==> config.mk <==
export PLATFORM = sky130hd
export DESIGN_NAME = positional_list_insert_remove_flat
export DESIGN_NICKNAME = d
export VERILOG_FILES = /design/src/rtl/plir_pkg.sv /design/src/rtl/plir_if.sv /design/src/rtl/plir_cell.sv /design/src/rtl/positional_list_insert_remove.sv /design/src/flat_wrapper.sv
export SDC_FILE = /design/constraint.sdc
export NUM_CORES = 1
export LEC_CHECK = 0
export BUFFER_PORTS_ARGS = -buffer_cell sky130_fd_sc_hd__buf_2
export CAP_MARGIN = 15
export CORE_MARGIN = 1.5
export CORE_UTILIZATION = 30
export DETAILED_ROUTE_END_ITERATION = 10
export HOLD_SLACK_MARGIN = 0.15
export PLACE_DENSITY = 0.48
export SLEW_MARGIN = 20
export SYNTH_ARGS = -nofsm -noshare
export SYNTH_HDL_FRONTEND = slang
export SYNTH_SLANG_ARGS = --single-unit
==> constraint.sdc <==
create_clock -name clk -period 4.9 [get_ports clk]
set_input_delay 0.245 -clock clk [delete_from_list [all_inputs] [get_ports clk]]
set_output_delay 0.245 -clock clk [all_outputs]
set_load 0.05 [all_outputs]
==> src/rtl/plir_pkg.sv <==
// shared types and codes of the positional list
package plir_pkg;

    localparam int VALUE_W = 32;
    localparam int POS_W   = 8;
    localparam int COUNT_W = 5;

    typedef enum logic
    {
        CMD_INSERT = 1'b0,
        CMD_REMOVE = 1'b1
    } plir_cmd_t;

    // operation broadcast to every cell of the chain
    typedef struct packed
    {
        logic                      ins;
        logic                      rem;
        logic [POS_W-1:0]          slot;
        logic signed [VALUE_W-1:0] value;
    } plir_op_t;

endpackage

==> src/rtl/plir_if.sv <==
// valid/ready channel interfaces for requests and results
interface plir_req_if;
    import plir_pkg::*;

    logic                      valid;
    logic                      ready;
    plir_cmd_t                 cmd;
    logic signed [VALUE_W-1:0] value;
    logic [POS_W-1:0]          position;

    modport source (output valid, output cmd, output value, output position, input ready);
    modport sink (input valid, input cmd, input value, input position, output ready);
endinterface

interface plir_res_if;
    import plir_pkg::*;

    logic                      valid;
    logic                      ready;
    logic                      rejected;
    logic signed [VALUE_W-1:0] head_value;
    logic                      head_valid;
    logic [COUNT_W-1:0]        entry_count;

    modport source (output valid, output rejected, output head_value, output head_valid,
                    output entry_count, input ready);
    modport sink (input valid, input rejected, input head_value, input head_valid,
                  input entry_count, output ready);
endinterface

==> src/rtl/plir_cell.sv <==
// one storage cell of the list chain
module plir_cell #(
    parameter int IDX = 0
) (
    input  logic                               clk,
    input  plir_pkg::plir_op_t                 op,
    input  logic signed [plir_pkg::VALUE_W-1:0] left_data,
    input  logic signed [plir_pkg::VALUE_W-1:0] right_data,
    output logic signed [plir_pkg::VALUE_W-1:0] data
);
    import plir_pkg::*;

    localparam logic [POS_W-1:0] MY_SLOT = POS_W'(IDX);

    logic signed [VALUE_W-1:0] data_reg;
    logic signed [VALUE_W-1:0] data_next;

    always_comb
    begin
        data_next = data_reg;
        if (op.ins)
        begin
            if (MY_SLOT > op.slot)
            begin
                data_next = left_data;
            end
            else if (MY_SLOT == op.slot)
            begin
                data_next = op.value;
            end
        end
        else if (op.rem)
        begin
            if (MY_SLOT >= op.slot)
            begin
                data_next = right_data;
            end
        end
    end

    always_ff @(posedge clk)
    begin
        data_reg <= data_next;
    end

    assign data = data_reg;

endmodule

==> src/rtl/positional_list_insert_remove.sv <==
// positional list top level: cell chain, length counter and result register
//
// usage
//   request channel: cmd (insert or remove), value, 1-based position
//   result channel: rejected flag, head value, head valid, entry count
//   every request transaction yields exactly one result transaction
//   insert at position p shifts entries p..count up one cell, remove at p
//   shifts entries above p down one cell; the whole chain moves together
// the result is registered and appears in the cycle after the request is taken
// throughput: one transaction per cycle while results are taken; each cell
//   reads only its neighbors and the broadcast operation
// stall: while a result waits and the receiver holds ready low, request
//   ready drops; a result being taken frees the slot in the same cycle
// reset: count and result valid clear; cell contents are undefined until
//   written and are never shown while the list is empty
// bad positions, or an insert into a full list, change nothing and set
//   rejected; entry_count shows the count modulo 32
module positional_list_insert_remove #(
    parameter int CAPACITY = 16
) (
    input  logic     clk,
    input  logic     rst_n,
    plir_req_if.sink   request,
    plir_res_if.source result
);
    import plir_pkg::*;

    localparam int LEN_W = $clog2(CAPACITY + 1);
    localparam int CMP_W = 10;

    // length of the list
    logic [LEN_W-1:0] length_reg;
    logic [LEN_W-1:0] length_next;

    // result register
    logic                      res_valid_reg;
    logic                      res_rejected_reg;
    logic signed [VALUE_W-1:0] res_head_reg;
    logic                      res_head_valid_reg;
    logic [COUNT_W-1:0]        res_count_reg;

    logic                      take;
    logic [CMP_W-1:0]          pos_ext;
    logic [CMP_W-1:0]          len_ext;
    logic [CMP_W-1:0]          len_next_ext;
    logic                      ins_ok;
    logic                      rem_ok;
    plir_op_t                  op;
    logic signed [VALUE_W-1:0] cell_data [CAPACITY];
    logic signed [VALUE_W-1:0] head_next;

    // a new request enters when the result slot is free or being emptied
    assign request.ready = !res_valid_reg || result.ready;
    assign take          = request.valid && request.ready;

    assign pos_ext = CMP_W'(request.position);
    assign len_ext = CMP_W'(length_reg);

    // range checks on the 1-based position
    assign ins_ok = (request.cmd == CMD_INSERT) && (pos_ext != '0)
                    && (pos_ext <= len_ext + CMP_W'(1))
                    && (len_ext < CMP_W'(CAPACITY));
    assign rem_ok = (request.cmd == CMD_REMOVE) && (pos_ext != '0)
                    && (pos_ext <= len_ext);

    // broadcast the shift to the chain, slot is zero-based
    always_comb
    begin
        op.ins   = take && ins_ok;
        op.rem   = take && rem_ok;
        op.slot  = request.position - POS_W'(1);
        op.value = request.value;
    end

    always_comb
    begin
        length_next = length_reg;
        if (op.ins)
        begin
            length_next = length_reg + LEN_W'(1);
        end
        else if (op.rem)
        begin
            length_next = length_reg - LEN_W'(1);
        end
    end

    // head after the operation, taken from the cells around the front
    always_comb
    begin
        head_next = cell_data[0];
        if (op.ins && op.slot == '0)
        begin
            head_next = request.value;
        end
        else if (op.rem && op.slot == '0)
        begin
            head_next = cell_data[1];
        end
    end

    assign len_next_ext = CMP_W'(length_next);

    // row of cells; the ends feed themselves since those inputs never matter
    for (genvar i = 0; i < CAPACITY; i++)
    begin : g_cell
        logic signed [VALUE_W-1:0] left_d;
        logic signed [VALUE_W-1:0] right_d;

        if (i == 0)
        begin : g_first
            assign left_d = cell_data[i];
        end
        else
        begin : g_left
            assign left_d = cell_data[i-1];
        end

        if (i == CAPACITY - 1)
        begin : g_last
            assign right_d = cell_data[i];
        end
        else
        begin : g_right
            assign right_d = cell_data[i+1];
        end

        plir_cell #(
            .IDX (i)
        ) u_cell (
            .clk        (clk),
            .op         (op),
            .left_data  (left_d),
            .right_data (right_d),
            .data       (cell_data[i])
        );
    end

    always_ff @(posedge clk or negedge rst_n)
    begin
        if (!rst_n)
        begin
            length_reg    <= '0;
            res_valid_reg <= 1'b0;
        end
        else
        begin
            length_reg <= length_next;
            if (take)
            begin
                res_valid_reg <= 1'b1;
            end
            else if (result.ready)
            begin
                res_valid_reg <= 1'b0;
            end
        end
    end

    // result payload, no reset needed
    always_ff @(posedge clk)
    begin
        if (take)
        begin
            res_rejected_reg   <= !(ins_ok || rem_ok);
            res_head_valid_reg <= (length_next != '0);
            res_head_reg       <= (length_next != '0) ? head_next : '0;
            res_count_reg      <= len_next_ext[COUNT_W-1:0];
        end
    end

    assign result.valid       = res_valid_reg;
    assign result.rejected    = res_rejected_reg;
    assign result.head_value  = res_head_reg;
    assign result.head_valid  = res_head_valid_reg;
    assign result.entry_count = res_count_reg;

endmodule

==> src/flat_wrapper.sv <==
// flat-port wrapper written by rule: the top's interface ports become plain ports
module positional_list_insert_remove_flat import plir_pkg::*;
#(
    parameter int CAPACITY = 16
)
  (clk, rst_n, request_valid, request_cmd, request_value, request_position, request_ready, result_valid, result_rejected, result_head_value, result_head_valid, result_entry_count, result_ready);
  plir_req_if request_i ();
  plir_res_if result_i ();
  input  logic clk;
  input  logic rst_n;
  input wire logic [$bits(request_i.valid)-1:0] request_valid;
  input wire logic [$bits(request_i.cmd)-1:0] request_cmd;
  input wire logic [$bits(request_i.value)-1:0] request_value;
  input wire logic [$bits(request_i.position)-1:0] request_position;
  output wire logic [$bits(request_i.ready)-1:0] request_ready;
  output wire logic [$bits(result_i.valid)-1:0] result_valid;
  output wire logic [$bits(result_i.rejected)-1:0] result_rejected;
  output wire logic [$bits(result_i.head_value)-1:0] result_head_value;
  output wire logic [$bits(result_i.head_valid)-1:0] result_head_valid;
  output wire logic [$bits(result_i.entry_count)-1:0] result_entry_count;
  input wire logic [$bits(result_i.ready)-1:0] result_ready;
  assign request_i.valid = request_valid;
  assign request_i.cmd = request_cmd;
  assign request_i.value = request_value;
  assign request_i.position = request_position;
  assign request_ready = request_i.ready;
  assign result_valid = result_i.valid;
  assign result_rejected = result_i.rejected;
  assign result_head_value = result_i.head_value;
  assign result_head_valid = result_i.head_valid;
  assign result_entry_count = result_i.entry_count;
  assign result_i.ready = result_ready;
  positional_list_insert_remove #(.CAPACITY(CAPACITY)) u_core (.clk(clk), .rst_n(rst_n), .request(request_i), .result(result_i));
endmodule
# Yosys cells after proc, flatten, opt, wreduce, memory -nomap -nowiden
# Index checks and enable logic that the tools add are counted.
[word_totals]
ff_bits = 557
input_bits = 45
output_inout_bits = 41
wordCells = 226
[classes]
add_sub_neg = 4
order_cmp = 34
eq_ne = 31
muxes = 83
bitwise = 1
reduce_logical = 51
[op_table]
columns = ["cell", "n"]
rows = [
  ["32-bit 2-to-1 mux", 79],
  ["4-bit by 8-bit == test with 1-bit output, first input constant", 8],
  ["4-bit by 8-bit > comparator with 1-bit output, first input constant", 8],
  ["4-bit by 8-bit greater-or-equal comparator with 1-bit output, first input constant", 7],
  ["3-bit != test, second input constant", 14],
  ["3-bit AND reduction", 14],
  ["2-bit nonzero test", 18],
  ["3-bit by 8-bit == test with 1-bit output, first input constant", 4],
  ["3-bit by 8-bit greater-or-equal comparator with 1-bit output, first input constant", 4],
  ["3-bit by 8-bit > comparator with 1-bit output, first input constant", 4],
  ["2-bit by 8-bit == test with 1-bit output, first input constant", 2],
  ["1-bit by 8-bit greater-or-equal comparator with 1-bit output, first input constant", 2],
  ["2-bit by 8-bit greater-or-equal comparator with 1-bit output, first input constant", 2],
  ["1-bit by 8-bit > comparator with 1-bit output, first input constant", 2],
  ["2-bit by 8-bit > comparator with 1-bit output, first input constant", 2],
  ["8-bit by 10-bit <= comparator with 1-bit output", 1],
  ["1-bit logical AND", 10],
  ["5-bit 2-to-1 mux", 2],
  ["10-bit nonzero test", 1],
  ["1-bit by 8-bit == test with 1-bit output, first input constant", 1],
  ["8-bit by 5-bit <= comparator with 1-bit output", 1],
  ["8-bit logical NOT", 1],
  ["8-bit by 1-bit subtractor with 8-bit output, second input constant", 1],
  ["5-bit by 1-bit adder with 6-bit output, second input constant", 1],
  ["11 further kinds", 15],
]

# Longest topological paths before layout
# Gate-level depths: netlist (run 1).
[depth]
depth_word = 7
mapped_depth = 14
ltp_nobuf = 11

# Hierarchy
# Synthesis (run 1) repeated with hierarchy kept, for this count alone.
[unflattened]
cells_unflattened = 3097
area_unflattened_um2 = 31760.5
[by_module_without_submodules]
columns = ["mod", "instances", "cells_each", "area_each_um2", "seq_area_each_um2"]
rows = [
  ["plir_cell at u_core.g_cell[13].u_cell ...", 2, 185, 1759.2, 960.9],
  ["positional_list_insert_remove", 1, 268, 2900.3, 1321.3],
  ["plir_cell at u_core.g_cell[7].u_cell", 1, 195, 2039.5, 960.9],
  ["plir_cell at u_core.g_cell[6].u_cell", 1, 219, 1965.6, 960.9],
  ["plir_cell at u_core.g_cell[1].u_cell", 1, 179, 1923.1, 960.9],
  ["plir_cell at u_core.g_cell[11].u_cell", 1, 196, 1908.1, 960.9],
  ["plir_cell at u_core.g_cell[8].u_cell", 1, 185, 1844.3, 960.9],
  ["plir_cell at u_core.g_cell[4].u_cell", 1, 187, 1823.0, 960.9],
  ["plir_cell at u_core.g_cell[10].u_cell", 1, 186, 1774.2, 960.9],
  ["plir_cell at u_core.g_cell[2].u_cell", 1, 187, 1771.7, 960.9],
  ["plir_cell at u_core.g_cell[14].u_cell", 1, 185, 1769.2, 960.9],
  ["plir_cell at u_core.g_cell[15].u_cell", 1, 185, 1761.7, 960.9],
  ["plir_cell at u_core.g_cell[9].u_cell", 1, 186, 1761.7, 960.9],
  ["plir_cell at u_core.g_cell[12].u_cell", 1, 186, 1759.2, 960.9],
  ["2 more rows", "-", "-", "-", "-"],
]

# Least setup slack after synthesis (run 1)
# Ideal clock, no wire load.
[synth_path]
path_kind = "register to register"
from = "register u_core.res_valid_reg, in the netlist u_core.result.valid"
to = "register u_core.g_cell[10].u_cell.data_reg[0], enable pin"
setup_ns = 0.441
arrival_time_ns = 4.614
required_time_ns = 4.459
setup_slack_ns = -0.154
path_stages_with_launch = 7
n_path_buf = 0
synth_period_minus_slack_ns = 5.054
path_cell_list = "dfrtp_1 -> nand2b_1 -> and2_1 -> nand3b_1 -> nor2_1 -> o21ai_0 -> a31oi_1"
[synth_between]
elab_chain_cells = 6
elab_cells_between_ends = 9
classes_between = "eq/ne (1); reduce/logical (8)"
[synth_rtl]
columns = ["item", "line_no", "text"]
rows = [
  ["start: declaration", "positional_list_insert_remove.sv:36", "logic res_valid_reg;"],
  ["start signal: assignment", "positional_list_insert_remove.sv:144", "res_valid_reg <= 1'b0;"],
  ["start signal: assignment", "positional_list_insert_remove.sv:151", "res_valid_reg <= 1'b1;"],
  ["start signal: assignment", "positional_list_insert_remove.sv:155", "res_valid_reg <= 1'b0;"],
  ["1-bit logical NOT (*)", "positional_list_insert_remove.sv:53", "assign request.ready = !res_valid_reg || result.ready;"],
  ["1-bit logical OR (*)", "positional_list_insert_remove.sv:53", ""],
  ["named net request_ready", "flat_wrapper.sv:15", "output wire logic [$bits(request_i.ready)-1:0] request_ready;"],
  ["1-bit logical AND (*)", "positional_list_insert_remove.sv:54", "assign take = request.valid && request.ready;"],
  ["named net u_core.take", "positional_list_insert_remove.sv:42", "logic take;"],
  ["1-bit logical AND (on tied branches)", "positional_list_insert_remove.sv:69, positional_list_insert_remove.sv:70", ""],
  ["3-bit != test (no source line) / 2-bit nonzero test (equally long branches)", "-", ""],
  ["3-bit AND reduction (no source line) (*)", "-", ""],
  ["end signal: assignment", "plir_cell.sv:43", "data_reg <= data_next;"],
  ["end: declaration", "plir_cell.sv:15", "logic signed [VALUE_W-1:0] data_reg;"],
]
# The timed path passes the listed nets; every way through them passes the cells marked *.
# A chain may end at the register's enable or synchronous reset.

# Worst setup path after layout (run 1)
[layout_path]
from = "register u_core.length_reg[0]"
to = "register u_core.res_head_reg[12], in the netlist u_core.result.head_value[12] (data pin)"
[layout_between]
elab_chain_cells = 7
elab_cells_between_ends = 18
classes_between = "add/sub (3); order compare (3); mux (4); reduce/logical (8)"
[layout_rtl]
columns = ["item", "line_no", "text"]
rows = [
  ["start: declaration", "positional_list_insert_remove.sv:32", "logic [LEN_W-1:0] length_reg;"],
  ["start signal: assignment", "positional_list_insert_remove.sv:148", "length_reg <= length_next;"],
  ["5-bit by 1-bit adder with 6-bit output", "positional_list_insert_remove.sv:61", "&& (pos_ext <= len_ext + CMP_W'(1))"],
  ["8-bit by 10-bit <= comparator with 1-bit output", "positional_list_insert_remove.sv:61", ""],
  ["1-bit logical AND", "positional_list_insert_remove.sv:61", ""],
  ["1-bit logical AND", "positional_list_insert_remove.sv:62", "&& (len_ext < CMP_W'(CAPACITY));"],
  ["1-bit logical AND", "positional_list_insert_remove.sv:69", "op.ins = take && ins_ok;"],
  ["5-bit 2-to-1 mux / 1-bit logical AND (equally long branches)", "positional_list_insert_remove.sv:78, positional_list_insert_remove.sv:92", ""],
  ["5-bit nonzero test / 32-bit 2-to-1 mux (equally long branches)", "positional_list_insert_remove.sv:167, positional_list_insert_remove.sv:92", ""],
  ["end signal: assignment", "positional_list_insert_remove.sv:167", "res_head_reg <= (length_next != '0) ? head_next : '0;"],
  ["end: declaration", "positional_list_insert_remove.sv:38", "logic signed [VALUE_W-1:0] res_head_reg;"],
]
# Parallel ways exist; a longest one is shown, timed or not.

==> qor.csv, run 1 <==
stage,metric,value,unit
cts,setup bufs post-CTS,0,
routing,first-pass iteration count of the detailed router,6,
routing,Met1 Wirelength,31300,um
power_and_ir_drop,Peak VDD IR,0.287,mV
critical_path,critical path cell sequence,"ha_1, nand3_1, xnor2_1, ha_1, nand4_1, or4_4, o21a_4, nor2_4, buf_4, o211ai_1, buf_4, a222oi_1, a21oi_1",
synthesis,multiplexer share of the synthesized area,16.9,%
layout,max reg flops,512,
placement,hpwl dp,48600,um
cts,root buffer cell,clkbuf_16,
floorplan,starting density of the core,30.2,%
floorplan,die width,312,um
timing,setup TNS,0,ps
synthesis,yosys warns,0,
critical_path,max incr delay on CP,510,ps
timing,final worst path period share,81.1,%
power_and_ir_drop,Pwr Total,0.0107,W
worst_hold_path,worst hold path type,primary input to flip-flop,
layout,post-layout util,34.1,%
cts,CTS tree,yes,
synthesis,largest family of logic cells by synthesized area,multiplexers,
synthesis,synthesized netlist cell count,2500,
synthesis,post-synthesis cell type count,60,
routing,Antenna Nets Post-Route,0,
synthesis,area fraction of the dominant cell type after synthesis,57.7,%
critical_path,CP required,5240,ps
synthesis,commonest cells in the netlist,"nand2_1, edfxtp_1, mux2i_1",
synthesis,Compound-Gate Fraction of Synth Area,10.7,%
cts,CTS Buffer Depth,3,
synthesis,adder-cell share of the synthesized area,0.741,%
timing,Final setup viols,0,
synthesis,ranking of synthesized cells by area,"edfxtp_1, mux2i_1, o21ai_0",
cts,clock latency on the worst-skew pair,630,ps
global_routing,"Remaining Overflow, GRT",0,
placement,Post-Place Setup Slack,966,ps
timing,f_max,252,MHz
timing,Slew headroom,28.4,%
cts,post_cts resized,0,
synthesis,"Seq/Total Area, Yosys",58.2,%
routing,Wirelength per Cell,19.0,um
critical_path,crit path DAT,4320,ps
routing,Routed WL,72300,um
critical_path,WS Path Type,flip-flop to flip-flop,
power_and_ir_drop,Switch Pwr,0.00270,W
critical_path,CP Capture Type,flip-flop,
layout,Area Overhead vs Synth,12.8,%
routing,Iter 0 DRT Violations,1597,
critical_path,Crit path buffers/inverters,2,
cts,CTS Buf Count,60,
synthesis,Post-synth EDFFs,551,
global_routing,largest net degree at the start of global routing,192,
timing,fin. max-slew vios,0,
synthesis,leading area contributor after synthesis,edfxtp_1,
synthesis,xor/xnor share of the synthesized area,0.305,%
critical_path,"CP delay by family, top",simple AND/OR/NAND/NOR gates,
timing,Final Skew,20.2,ps
cts,CTS Sinks,557,
power_and_ir_drop,sw frac,25.1,%
run_status,outcome,"complete, no violations",
synthesis,Synth Cell Area,28700,um^2
placement,gpl congestion,0.758,
timing,Slew @ Worst Pin,1070,ps
timing,WHS,206,ps
synthesis,"flops & latches, synth",557,
floorplan,Die ar.,97500,um^2
synthesis,syn_nets,2562,
power_and_ir_drop,share of power burned in registers,49.5,%
floorplan,row count,113,
power_and_ir_drop,Int Pwr,0.00804,W
routing,Vias/cell,5.13,
run,Max-Cap Viols,0,
power_and_ir_drop,PD cells,332,nW/um^2
routing,max layer used,met4,
power_and_ir_drop,Combinational Power Share,10.3,%
global_routing,vias in the first global route,21643,
power_and_ir_drop,Leak,12.6,nW
synthesis,top-count cell post-synth,nand2_1,
critical_path,crit path max fanout,35,
global_routing,initial antenna violation count,0,
global_routing,global-route wire length before repair,117000,um
synthesis,simple-gate share of the synthesized area,8.97,%
floorplan,core box area,94900,um^2
synthesis,Syn Area/Cell,11.5,um^2
timing,final worst slack,925,ps
power_and_ir_drop,clock share of power,40.2,%
synthesis,Main synth FF type,edfxtp_1,
global_routing,overall routing resource usage,14.6,%
critical_path,Crit-path slowest cell,or4_4,
cts,CTS hold repair buffers,31,
critical_path,type of origin of the critical path,flip-flop,
floorplan,top-level port count,86,
timing,RSZ-0062 raised after global routing,no,
synthesis,Post-synth ARST share,1.08,%
layout,final net count,2551,
routing,DR WL met3,2470,um
layout,Diodes inserted,0,
routing,Remaining DRCs,0,
timing,Final Hold Fails,0,
cts,clk slew on worst S/H paths,60,ps
placement,PortBufs,85,
floorplan,Chip Height,312,um
routing,met2 WL,37100,um
layout,fraction of layout cells with a size suffix above 1,11.1,%
routing,DR vias,19488,
cts,depth of the CTS H-tree,2,
timing,post-layout min period,3980,ps
[area by class of cell]
class	count	area, um^2
Clock inverter	32	216
Fill cell	9431	62500
Tap cell	1265	1580
Sequential cell	557	16700
Inverter	11	41.3
Timing Repair Buffer	170	1250
Multi-Input combinational cell	1689	11000
Clock buffer	78	1590
[power groups by stage]
stage	sequential, W	combinational [W]	clock [W]
final	0.00532	0.00110	0.00432
after floorplan	0.00552	0.000694	0
after global routing	0.00532	0.00121	0.00464
after detailed placement	0.00541	0.00109	0
after CTS	0.00531	0.00111	0.00446
after global placement	0.00541	0.00106	0
[per-layer routing]
| layer | track usage (%) | vias to the layer above |
|---|---|---|
| met1 | 18.2 | 9916 |
| met4 | 3.60 | 0 |
| met3 | 1.90 | 110 |
| li1 | - | 9128 |
| met5 | 0 | - |
| met2 | 26.6 | 334 |
[path summary, 6_finish.rpt]
path / start / endpoint / slack [ps] / depth (start not counted)
hold / removal: request_value[5] / u_core.g_cell[0].u_cell.data[5]$_DFFE_PP_ / 210 / 3
hold reg to reg: u_core.g_cell[15].u_cell.data[16]$_DFFE_PP_ / u_core.g_cell[14].u_cell.data[16]$_DFFE_PP_ / 530 / 2
max in group asynchronous: rst_n / u_core.length_reg[1]$_DFF_PN0_ / 4100 / 3
setup reg to reg: u_core.length_reg[0]$_DFF_PN0_ / u_core.result.head_value[12]$_SDFFCE_PN0P_ / 920 / 13
setup / recovery: u_core.length_reg[0]$_DFF_PN0_ / u_core.result.head_value[12]$_SDFFCE_PN0P_ / 920 / 13
min in group asynchronous: rst_n / u_core.length_reg[3]$_DFF_PN0_ / 570 / 3
[per-stage QoR]
step | cells | instance area [um^2]
floorplan | 2500 | 28700
detailed placement | 3661 | 30200
global route | 3802 | 32400
global placement | 3661 | 30200
finish | 3802 | 32400
CTS | 3802 | 32400
[cells in the final DEF (no fill, tap or decap), drive strengths merged, types with 3 or more instances in the layout]
| master | n |
|---|---|
| clkbuf | 78 |
| xnor2 | 8 |
| or2 | 4 |
| nor4 | 5 |
| edfxtp | 551 |
| mux2 | 32 |
| nand2b | 5 |
| mux2i | 448 |
| a31oi | 3 |
| dlygate4sd3 | 31 |
| clkinv | 27 |
| a222oi | 32 |
| dfrtp | 6 |
| o211ai | 6 |
| ha | 17 |
| nor3 | 7 |
| inv | 13 |
| o21ai | 460 |
| nand2 | 556 |
| nand4 | 3 |
| nand3 | 5 |
| nor2 | 19 |
| buf | 139 |
| or3 | 5 |
| and2 | 4 |
| bufinv | 3 |
| a21oi | 42 |
| nor3b | 3 |
[tightest hold or removal path, stage by stage]
cell and delay, ps:
buf_2 220, nand2_1 100, nand2_1 60
[cell families after synthesis]
group / count (synthesis)
buf+inv: 254
compound gates: 554
fa+ha+maj: 17
mux: 480
simple gates: 628
flops: 557
xor+xnor: 10
Power figures use the tool's default switching activity.
==> run 2, diff against run 1 <==
Clock period 4.9 ns to 4.1 ns, I/O delays scaled along.
==> qor.csv, run 2 (synthesis gave the netlist of run 1 again) <==
stage,metric,value,unit
run_status,outcome,"complete, no violations",
power_and_ir_drop,PD cells,400,nW/um^2
global_routing,"Remaining Overflow, GRT",0,
global_routing,largest net degree at the start of global routing,160,
global_routing,global-route wire length before repair,118000,um
cts,root buffer cell,clkbuf_16,
cts,CTS Buffer Depth,3,
cts,CTS Buf Count,66,
critical_path,Crit-path slowest cell,o21ai_1,
critical_path,CP required,4420,ps
cts,setup bufs post-CTS,0,
routing,Wirelength per Cell,19.2,um
layout,most frequent cells in the layout,"nand2_1, edfxtp_1, mux2i_1, o21ai_0, buf_2",
cts,depth of the CTS H-tree,3,
power_and_ir_drop,Leak,12.9,nW
critical_path,CP Capture Type,flip-flop,
critical_path,"CP delay by family, top",compound AO/OA/AOI/OAI gates,
critical_path,critical path cell sequence,"inv_1, ha_1, a21oi_1, or3b_2, a31oi_2, nor2_1, o21ai_1, inv_1, buf_12",
timing,RSZ-0062 raised after global routing,no,
floorplan,core box area,94900,um^2
cts,CTS tree,yes,
layout,Diodes inserted,0,
routing,Routed WL,73600,um
critical_path,Crit path buffers/inverters,3,
floorplan,top-level port count,86,
timing,Slew headroom,24.4,%
global_routing,grt peak-use layer,met2,
layout,fraction of layout cells with a size suffix above 1,11.9,%
timing,fin. max-slew vios,0,
floorplan,Chip Height,312,um
timing,Slew @ Worst Pin,1130,ps
layout,post-layout util,34.7,%
placement,gpl congestion,0.770,
run,Max-Cap Viols,0,
critical_path,Critical Path Most Common Cell,inv_1,
global_routing,overall routing resource usage,14.9,%
layout,Area Overhead vs Synth,14.8,%
global_routing,vias in the first global route,21425,
timing,setup TNS,0,ps
timing,final worst path period share,91.5,%
routing,Remaining DRCs,0,
routing,Vias/cell,5.10,
routing,DR vias,19513,
floorplan,row count,113,
routing,Antenna Nets Post-Route,0,
placement,PortBufs,85,
timing,Final setup viols,0,
layout,"commonest non-fill, non-tap cell in the layout",nand2_1,
global_routing,met2 Use GR,26.7,%
routing,Iter 0 DRT Violations,1500,
floorplan,starting density of the core,30.2,%
cts,clk slew on worst S/H paths,60,ps
placement,dpl cell area,30600,um^2
power_and_ir_drop,Peak VDD IR,0.251,mV
global_routing,met3 Use GR,1.99,%
floorplan,die width,312,um
critical_path,WS Path Type,flip-flop to flip-flop,
timing,Final Hold Fails,0,
power_and_ir_drop,Pwr Total,0.0132,W
layout,final net count,2577,
critical_path,crit path DAT,4070,ps
layout,FILL cells,9374,
cts,clock latency on the worst-skew pair,590,ps
timing,Final Skew,17.4,ps
placement,hpwl dp,47800,um
timing,f_max,267,MHz
worst_hold_path,worst hold path type,primary input to flip-flop,
cts,CTS Sinks,557,
layout,Finished Cell Area,32900,um^2
critical_path,type of origin of the critical path,flip-flop,
global_routing,initial antenna violation count,1,
global_routing,M1 GR Usage,18.8,%
floorplan,Die ar.,97500,um^2
timing,post-layout min period,3750,ps
routing,first-pass iteration count of the detailed router,6,
critical_path,max incr delay on CP,910,ps
critical_path,crit path max fanout,32,
layout,max reg flops,512,
run 2: cell types whose count changed in the layout (fill, tap and decap cells not counted), sizes merged:
cell         previous run  this run
buf                   139       154
inv                    13        12
clkinv                 27        19
clkbuf                 78        93
clkinvlp                0         1
bufinv                  3         0
dlygate4sd3            31        36
run 2: area by class of cell:
class                   instances  area, um^2  share of cell area (%)
clock inverters                21        95.1                   0.289
multi-input cells            1689       11000                    33.4
well taps                    1265        1580                    4.81
repair buffers                190        1650                    5.01
flip-flops and latches        557       16700                    50.7
inverters                      11        41.3                   0.125
clock buffers                  93        1870                    5.68
run 2: metal layers:
layer  routed length [um]  up-vias  part of all wire, %
met5                    0        -                    0
met4                 1430        0                  1.9
met3                 2240      109                  3.0
met2                37400      336                   51
met1                32500     9905                   44
li1                     -     9163                    -
run 2: path summary, 6_finish.rpt:
check | start | to | slack [ps] | cells after the start
worst max-delay path | u_core.length_reg[3]$_DFF_PN0_ | u_core.g_cell[7].u_cell.data[14]$_DFFE_PP_ | 350 | 9
worst max register to register | u_core.length_reg[3]$_DFF_PN0_ | u_core.g_cell[7].u_cell.data[14]$_DFFE_PP_ | 350 | 9
worst min register to register | u_core.g_cell[15].u_cell.data[17]$_DFFE_PP_ | u_core.g_cell[14].u_cell.data[17]$_DFFE_PP_ | 520 | 2
worst min-delay path | request_value[13] | u_core.g_cell[0].u_cell.data[13]$_DFFE_PP_ | 200 | 3
max in group asynchronous | rst_n | u_core.length_reg[3]$_DFF_PN0_ | 3230 | 3
min in group asynchronous | rst_n | u_core.length_reg[4]$_DFF_PN0_ | 610 | 3
run 2: power by group:
group,total (W),internal (W),leakage [nW],switching (W)
clock network,0.00547,0.00316,0.955,0.00231
registers,0.00636,0.00630,5.04,0.0000546
logic,0.00134,0.000432,6.90,0.000907
total,0.0132,0.00990,12.9,0.00327
run 2: what timing repair did:
action | CTS | global route
hold endpoints to repair | 39 | 0
resized for setup | 0 | 0
hold buffers | 36 | 0
run 2: worst min-delay path, stage by stage:
cell and delay (ps):
buf_2 230, nand2_1 120, nand2_1 60
run 2: through the flow:
step / instances / hold slack (ps) / setup slack [ps]
final: 3826 / 198 / 348
after floorplan: 2500 / -90.6 / 117
after detailed placement: 3675 / 46.0 / 375
after CTS: 3825 / 154 / 366
after global routing: 3826 / 182 / 142
after global placement: 3675 / 41.7 / 463
